--- config.mk ---
export PLATFORM = sky130hd
export DESIGN_NAME = udpf_csum
export DESIGN_NICKNAME = d
export VERILOG_FILES = /design/src/rtl/udpf_pkg.sv /design/src/rtl/udpf_csum.sv
export SDC_FILE = /design/constraint.sdc
export NUM_CORES = 1
export LEC_CHECK = 0
export BUFFER_PORTS_ARGS = -buffer_cell sky130_fd_sc_hd__buf_2
export CAP_MARGIN = 20
export CELL_PAD_IN_SITES_DETAIL_PLACEMENT = 1
export CELL_PAD_IN_SITES_GLOBAL_PLACEMENT = 1
export CORE_MARGIN = 2
export CORE_UTILIZATION = 35
export CTS_BUF_LIST = sky130_fd_sc_hd__clkbuf_8 sky130_fd_sc_hd__clkbuf_16
export DETAILED_ROUTE_END_ITERATION = 12
export MAX_ROUTING_LAYER = met4
export PLACE_DENSITY = 0.8
export SYNTH_ARGS = -nofsm -noshare
export SYNTH_HDL_FRONTEND = slang
export SYNTH_SLANG_ARGS = --single-unit
--- constraint.sdc ---
create_clock -name clk -period 5.15 [get_ports clk]
set_input_delay 0.7725 -clock clk [delete_from_list [all_inputs] [get_ports clk]]
set_output_delay 0.7725 -clock clk [all_outputs]
set_load 0.005 [all_outputs]
--- src/rtl/udpf_pkg.sv ---
package udpf_pkg;

  // default store size and frame layout
  localparam int MaxPayloadDef = 1024;
  localparam int HdrLen        = 42;
  localparam int PaddrW        = 6;
  localparam int PdataW        = 64;

  // operation codes
  localparam logic OP_PUSH = 1'b0;
  localparam logic OP_PULL = 1'b1;

  // result status codes
  localparam logic [1:0] ST_PUSHED  = 2'd0;
  localparam logic [1:0] ST_REFUSED = 2'd1;
  localparam logic [1:0] ST_BYTE    = 2'd2;
  localparam logic [1:0] ST_EMPTY   = 2'd3;

  // register indexes (byte address 8*index)
  localparam logic [2:0] REG_DEST_MAC = 3'd0;
  localparam logic [2:0] REG_SRC_MAC  = 3'd1;
  localparam logic [2:0] REG_SRC_IP   = 3'd2;
  localparam logic [2:0] REG_DEST_IP  = 3'd3;
  localparam logic [2:0] REG_SRC_PORT = 3'd4;
  localparam logic [2:0] REG_DEST_PORT = 3'd5;

  // header constants
  localparam logic [7:0]  ETH_TYPE_HI  = 8'h08;
  localparam logic [7:0]  IP_VER_IHL   = 8'h45;
  localparam logic [7:0]  IP_ID_LO     = 8'h01;
  localparam logic [7:0]  IP_FLAGS_HI  = 8'h40;
  localparam logic [7:0]  IP_TTL       = 8'h62;
  localparam logic [7:0]  IP_PROTO_UDP = 8'h11;
  localparam logic [15:0] IP_UDP_HLEN  = 16'd28;
  localparam logic [15:0] UDP_HLEN     = 16'd8;

  // sum of the fixed header words: 4500 + 0001 + 4000 + 6211
  localparam logic [15:0] CSUM_BASE  = 16'hE712;
  localparam logic [2:0]  CSUM_LAST  = 3'd4;

  typedef struct packed {
    logic       operation;
    logic [7:0] payload_byte;
    logic       end_of_message;
  } in_item_t;

  typedef struct packed {
    logic [1:0] status;
    logic [7:0] frame_byte;
    logic       frame_last;
  } out_item_t;

  typedef struct packed {
    logic        start;
    logic [15:0] tot_len;
    logic [31:0] src_ip;
    logic [31:0] dst_ip;
  } csum_req_t;

  typedef struct packed {
    logic        busy;
    logic [15:0] value;
  } csum_rsp_t;

endpackage

--- src/rtl/udpf_csum.sv ---
module udpf_csum (
  input  logic                clk,
  input  logic                rst_n,
  input  udpf_pkg::csum_req_t req,
  output udpf_pkg::csum_rsp_t rsp
);

  logic [15:0] acc_r, acc_nxt;
  logic [2:0]  step_r, step_nxt;
  logic        busy_r, busy_nxt;
  logic [15:0] word;
  logic [16:0] raw_sum;

  // header word for the current step
  always_comb begin
    case (step_r)
      3'd0:    word = req.tot_len;
      3'd1:    word = req.src_ip[31:16];
      3'd2:    word = req.src_ip[15:0];
      3'd3:    word = req.dst_ip[31:16];
      3'd4:    word = req.dst_ip[15:0];
      default: word = 16'h0000;
    endcase
  end

  // shared ones' complement adder with end-around carry
  assign raw_sum = {1'b0, acc_r} + {1'b0, word};

  always_comb begin
    acc_nxt  = acc_r;
    step_nxt = step_r;
    busy_nxt = busy_r;
    if (req.start) begin
      acc_nxt  = udpf_pkg::CSUM_BASE;
      step_nxt = 3'd0;
      busy_nxt = 1'b1;
    end else if (busy_r) begin
      acc_nxt = raw_sum[15:0] + {15'd0, raw_sum[16]};
      if (step_r == udpf_pkg::CSUM_LAST) begin
        busy_nxt = 1'b0;
      end else begin
        step_nxt = step_r + 3'd1;
      end
    end
  end

  always_ff @(posedge clk) begin
    if (!rst_n) begin
      acc_r  <= 16'h0000;
      step_r <= 3'd0;
      busy_r <= 1'b0;
    end else begin
      acc_r  <= acc_nxt;
      step_r <= step_nxt;
      busy_r <= busy_nxt;
    end
  end

  assign rsp.busy  = busy_r;
  assign rsp.value = ~acc_r;

endmodule

=== Word-level counts from Yosys, hierarchy flattened ===
Index checks and enable logic that the tools add are counted.

* Register bits after elaboration: 20
* Bits in latches: 0
* Bits in writable memories: 0
* Memory bits (read-only): 0
* Input port bits: 83
* Output and inout bits: 17
* Logic and storage cells: 24
* Memories kept: 0

* $add $sub $neg: 3
* Multipliers: 0
* Div/mod/pow operators: 0
* Order comparisons: 0
* Equality and inequality tests: 4
* Shift-type cells: 0
* Muxes and demuxes: 6
* Bitwise operators: 3
* Reductions and logical operators: 4

{| class="wikitable"
|+ Operator list
! kind !! count
|-
| $pmux 16 s5 || 1
|-
| $mux 16 || 2
|-
| $add 16x16->17 || 1
|-
| $add 16x1->16 || 1
|-
| $not 16->16 || 1
|-
| $eq 3x2->1 const B || 2
|-
| $add 3x1->3 const B || 1
|-
| $eq 3x1->1 const B || 1
|-
| $eq 3x3->1 const B || 1
|-
| $logic_not 3->1 || 1
|-
| $mux 1 || 3
|-
| $not 1->1 || 2
|-
| $reduce_and 2->1 || 1
|-
| $reduce_bool 2->1 || 1
|-
| $reduce_or 2->1 || 1
|}

=== Logic depth before layout (Yosys ltp) ===
* Depth in word-level cells: 6
* Gate-level depth with buffers: 23
* Depth with buffers taken out: 21

=== Least setup slack after synthesis ===
OpenSTA, ideal clock, no wires.

* Kind: flip-flop to flip-flop
* Start point: register step_r[0]
* End point: register acc_r[8]
* Library setup time: 0.120 ns
* Arrival time: 4.341 ns
* Setup slack: 0.690 ns
* Cell stages (with the launch flop): 24
* Period minus slack after synthesis: 4.460 ns
* Cell sequence: dfxtp_1 > inv_1 > ha_1 > and2_1 > clkbuf_1 > clkbuf_1 > a22oi_1 > nand3_1 > ha_1 > fa_1 > a211oi_1 > o211ai_1 > a311oi_1 > o21bai_1 > a21oi_1 > o21bai_1 > ha_1 > ha_1 > nand2_1 > nor3_1 > nand3_2 > nor4_4 > nor3_1 > o31a_1

* Cells in the longest elaborated chain, start to end: 6
* Elaborated cells on any way between the ends: 10
* Classes of those cells: 2 x add/sub; 4 x eq/ne; 3 x mux; 1 x reduce/logical

{| class="wikitable"
|+ Ends and longest elaborated chain
! element !! line !! source
|-
| from (decl) || udpf_csum.sv:9 || <nowiki>logic [2:0] step_r, step_nxt;</nowiki>
|-
| from (signal assigned) || udpf_csum.sv:54 || <nowiki>step_r <= step_nxt;</nowiki>
|-
| $eq 3x3->1, or another cell as far along || udpf_csum.sv:16 || <nowiki>case (step_r)</nowiki>
|-
| $pmux 16 s5 * || udpf_csum.sv:16 ||
|-
| $add 16x16->17 * || udpf_csum.sv:27 || <nowiki>assign raw_sum = {1'b0, acc_r} + {1'b0, word};</nowiki>
|-
| $add 16x1->16 * || udpf_csum.sv:38 || <nowiki>acc_nxt = raw_sum[15:0] + {15'd0, raw_sum[16]};</nowiki>
|-
| $mux 16 * || udpf_csum.sv:37 || <nowiki>end else if (busy_r) begin</nowiki>
|-
| $mux 16 * || udpf_csum.sv:33 || <nowiki>if (req.start) begin</nowiki>
|-
| to (signal assigned) || udpf_csum.sv:53 || <nowiki>acc_r <= acc_nxt;</nowiki>
|-
| to (decl) || udpf_csum.sv:8 || <nowiki>logic [15:0] acc_r, acc_nxt;</nowiki>
|}

Mark *: on every way between the ends. The rest lies on a longest branch, timed or not. The select of a mux whose other input is x is not followed.
A chain may end at the register's enable or synchronous reset.

=== Final worst setup path ===
* Start point: register step_r[1]
* End point: register acc_r[12]

* Cells in the longest elaborated chain, start to end: 4
* Elaborated cells on any way between the ends: 8
* Classes of those cells: 2 x add/sub; 4 x eq/ne; 1 x mux; 1 x reduce/logical

{| class="wikitable"
|+ Ends and longest elaborated chain
! element !! line
|-
| $eq 3x3->1, or another cell as far along || udpf_csum.sv:16
|-
| $pmux 16 s5 * || udpf_csum.sv:16
|-
| $add 16x16->17 * || udpf_csum.sv:27
|-
| $add 16x1->16 * || udpf_csum.sv:38
|}

Mark *: on every way between the ends. The rest lies on a longest branch, timed or not.

==> summary.txt <==
Die
  • Initial Util: around 36%
  • Die Area: roughly 8300 µm²
  • Cell Rows: 31
  • Core Footprint: roughly 7300 µm²
  • Die X: 91.1 µm
  • I/O pins: 100
  • Die Span Y: between 90 and 100 µm

GRT
  • First-pass GRT wire length: between 10000 and 15000 µm
  • GRT overflow: 0
  • Antenna violations before repair: 0
  • Total GRT Usage: around 22%
  • Vias in the first global route: approximately 3000
  • Largest net degree at the start of global routing: 17

Logic synthesis
  • Synth Register Bits: 20
  • Top FF cell, synth: dfxtp_1
  • Number of enable flip-flop cells after synthesis: 0
  • Post-Syn Area per Cell: roughly 7.6 µm²
  • Syn nets: between 400 and 500
  • Cells after Synth: 348
  • Seq/Total Area, Yosys: approximately 15%
  • Synthesized area: about 2700 µm²
  • Synth unique cells: 64
  • Synth async-reset ratio: 0%
  • Cell taking the most area after synthesis: dfxtp_1
  • Number of warnings issued by yosys: 0
  • Dominant cells by area after synthesis: dfxtp_1 15%, ha_1 11%, a22oi_1 7.9%, nand2_1 4.0%, nand3_1 3.6%
  • Post-synth top area share: around 15%

Clock tree
  • CTS Root Cell: clkbuf_8
  • Clock sink count: 20
  • CTS tree: yes
  • CTS HTree Levels: 1
  • Clock-pin slew on the worst setup and hold paths: approximately 0.080 ns
  • CTS max path bufs: 2
  • Clock latency on the worst-skew pair: 0.27 ns
  • CTS Hold Bufs: 0
  • Num CTS Buffers: 3

Route
  • First-pass detailed-route iteration total: 4
  • Starting DRT DRC Count: between 150 and 200
  • # DRC: 0
  • Via count: 3039
  • DRT Wirelength: roughly 9500 µm
  • DR vias/cell: between 5 and 6
  • Number of routed nets with antenna violations: 0
  • WL per Instance: ~18 µm

Timing
  • Clock Skews: between 0.001 and 0.0015 ns
  • Setup TNS: 0 ns
  • Period minus WS final: between 4 and 5 ns
  • Final Hold Viols: 0
  • Hold_ws: 0.514 ns
  • Slew Viols, Final: 0
  • Relative slew slack: 53.2%
  • Number of setup violations in the final report: 0
  • Fmax: roughly 200 MHz
  • Worst-Margin Slew: 0.697 ns
  • Final period util: approximately 95%

Worst hold path
  • Hold EP: step_r[1]
  • Hold Crit Class: reg2reg
  • Hold Startpoint: step_r[1]
  • Hold path cells: 2

Power
  • Maximum vdd drop: approximately 0.067 mV
  • Pwr/cell area: approximately 220 nW/µm²
  • Overall Power: ~730 µW
  • Leak: roughly 1.4 nW

Placed design
  • Final HPWL DP: just under 8000 µm
  • Routability congestion estimate: 0.952
  • Post-placement cell count: between 500 and 600
  • Port buffer count: a little under 100

Finish
  • Ratio of cells with drive above 1 in the final layout: 31.7%
  • Area delta synth->final: 23.8%
  • Fin cells: between 500 and 600
  • Layout Utilization: between 40% and 50%
  • Final #Nets: about 540
  • Ant. Diodes: 0

Worst setup path
  • R2R Path End: acc_r[12]
  • Largest stage delay, worst path: around 0.54 ns
  • Worst reg2reg path depth: 19
  • CP arrival: 5.07 ns
  • Slowest stage cell, crit path: ha_1
  • Worst path cell trace: ha_1 > ha_1 > a222oi_1 > o21ai_0 > ha_1 > a211oi_1 > o211ai_1 > a311oi_1 > o21bai_1 > a21oi_1 > o21bai_1 > ha_1 > ha_1 > nand2_1 > nor3_2 > nand3_2 > nor4_4 > nand4_1 > a311oi_1
  • Crit. End Element: flop
  • Most common cell on crit path: ha_1
  • Req. time, crit path: 5.32 ns
  • Worst R2R Start: step_r[1]
  • Worst-path fanout max: 16
  • Flop2flop setup slack: about 0.25 ns
  • Crit start category: flop
  • WS Path Type: reg2reg

Run
  • Max-Cap Viols: 0

Run status
  • Status: completed
final cells by class:
class / count / area [µm²]
repair buffers: 103 / 526
clock buffers: 4 / 55.1
multi-input cells: 282 / 2090
inverters: 26 / 97.6
well taps: 99 / 124
flip-flops and latches: 20 / 402
fillers: 985 / 4000
worst max-delay path: cells and delay by family (launching register included):
kind | cells | cell delay (ns)
AO/OA/AOI/OAI | 9 | 1.87
adder cells (fa/ha/maj) | 5 | 1.56
AND/OR/NAND/NOR | 5 | 1.04
flip-flops | 1 | 0.35
synth_stat cells (all sizes together), types with 5 or more instances:
library cell,count
a21oi,15
nand3,20
buf,5
nor2b,6
nand2,28
xor2,8
nor4,6
clkbuf,15
inv,26
dfxtp,20
a22oi,28
nor2,22
ha,23
o21ai,19
o211ai,5
a211oi,15
nor3,7
xnor2,9
cells by family after synthesis:
group           synth area share (%)
mux                             1.13
flops                           15.1
fa+ha+maj                       11.6
buf+inv                         7.11
xor+xnor                        6.59
compound gates                  33.2
simple gates                    25.3
registers in the layout, summed over array words and instances, names as in the netlist:
register  flops
step_r        3
busy_r        1
acc_r        16
per-stage QoR:
stage,instance area (µm²),worst slack (ns)
after floorplan,2660,0.690
after global placement,3210,0.333
after CTS,3270,0.0655
after detailed placement,3210,-0.0207
final,3290,0.248
after global routing,3290,-0.0231
worst max path at each step:
stage,startpoint,end,cells past startpoint
after global routing,step_r[0],acc_r[12],20
after floorplan,step_r[0],acc_r[8],23
after CTS,step_r[2],acc_r[12],19
after global placement,step_r[0],acc_r[8],21
final,step_r[1],acc_r[12],19
after detailed placement,step_r[0],acc_r[12],21
per-layer routing:
layer / wire (µm) / up-vias / GRT usage [%]
met1: 4290 / 1459 / 27.7
met3: 397 / 9 / 2.74
li1: - / 1490 / -
met4: 148 / 0 / 5.30
met2: 4620 / 81 / 38.8
met5: 0 / - / -
where the power goes:
| group | switching (mW) | total [mW] | internal (mW) |
|---|---|---|---|
| registers | 0.0138 | 0.180 | 0.166 |
| clock network | 0.0574 | 0.126 | 0.0683 |
| logic | 0.252 | 0.427 | 0.176 |
| total | 0.323 | 0.733 | 0.410 |
cells in the final DEF, fill, tap and decap left out, types with 4 or more instances in the layout:
cell type  instances
buf_4              4
nand4_1            4
o211ai_1           4
and3_1             4
clkbuf_8           4
dfxtp_1           19
buf_2             99
inv_1             25
a21oi_1           15
ha_1              22
a22oi_1           28
nand2_1           28
o21ai_0           17
nor2_1            22
nand3_1           19
a222oi_1           4
a211oi_2           4
nor3_1             6
nor2b_1            4
xnor2_1            8
xor2_1             7
a211oi_1          11
repair_timing:
action | CTS | global route
gates resized for setup | 2 | 5
pin swaps | 0 | 1
setup buffers | 0 | 1
gates cloned | 0 | 0
setup endpoints to repair | 2 | 7
Power figures use the tool's default switching activity.
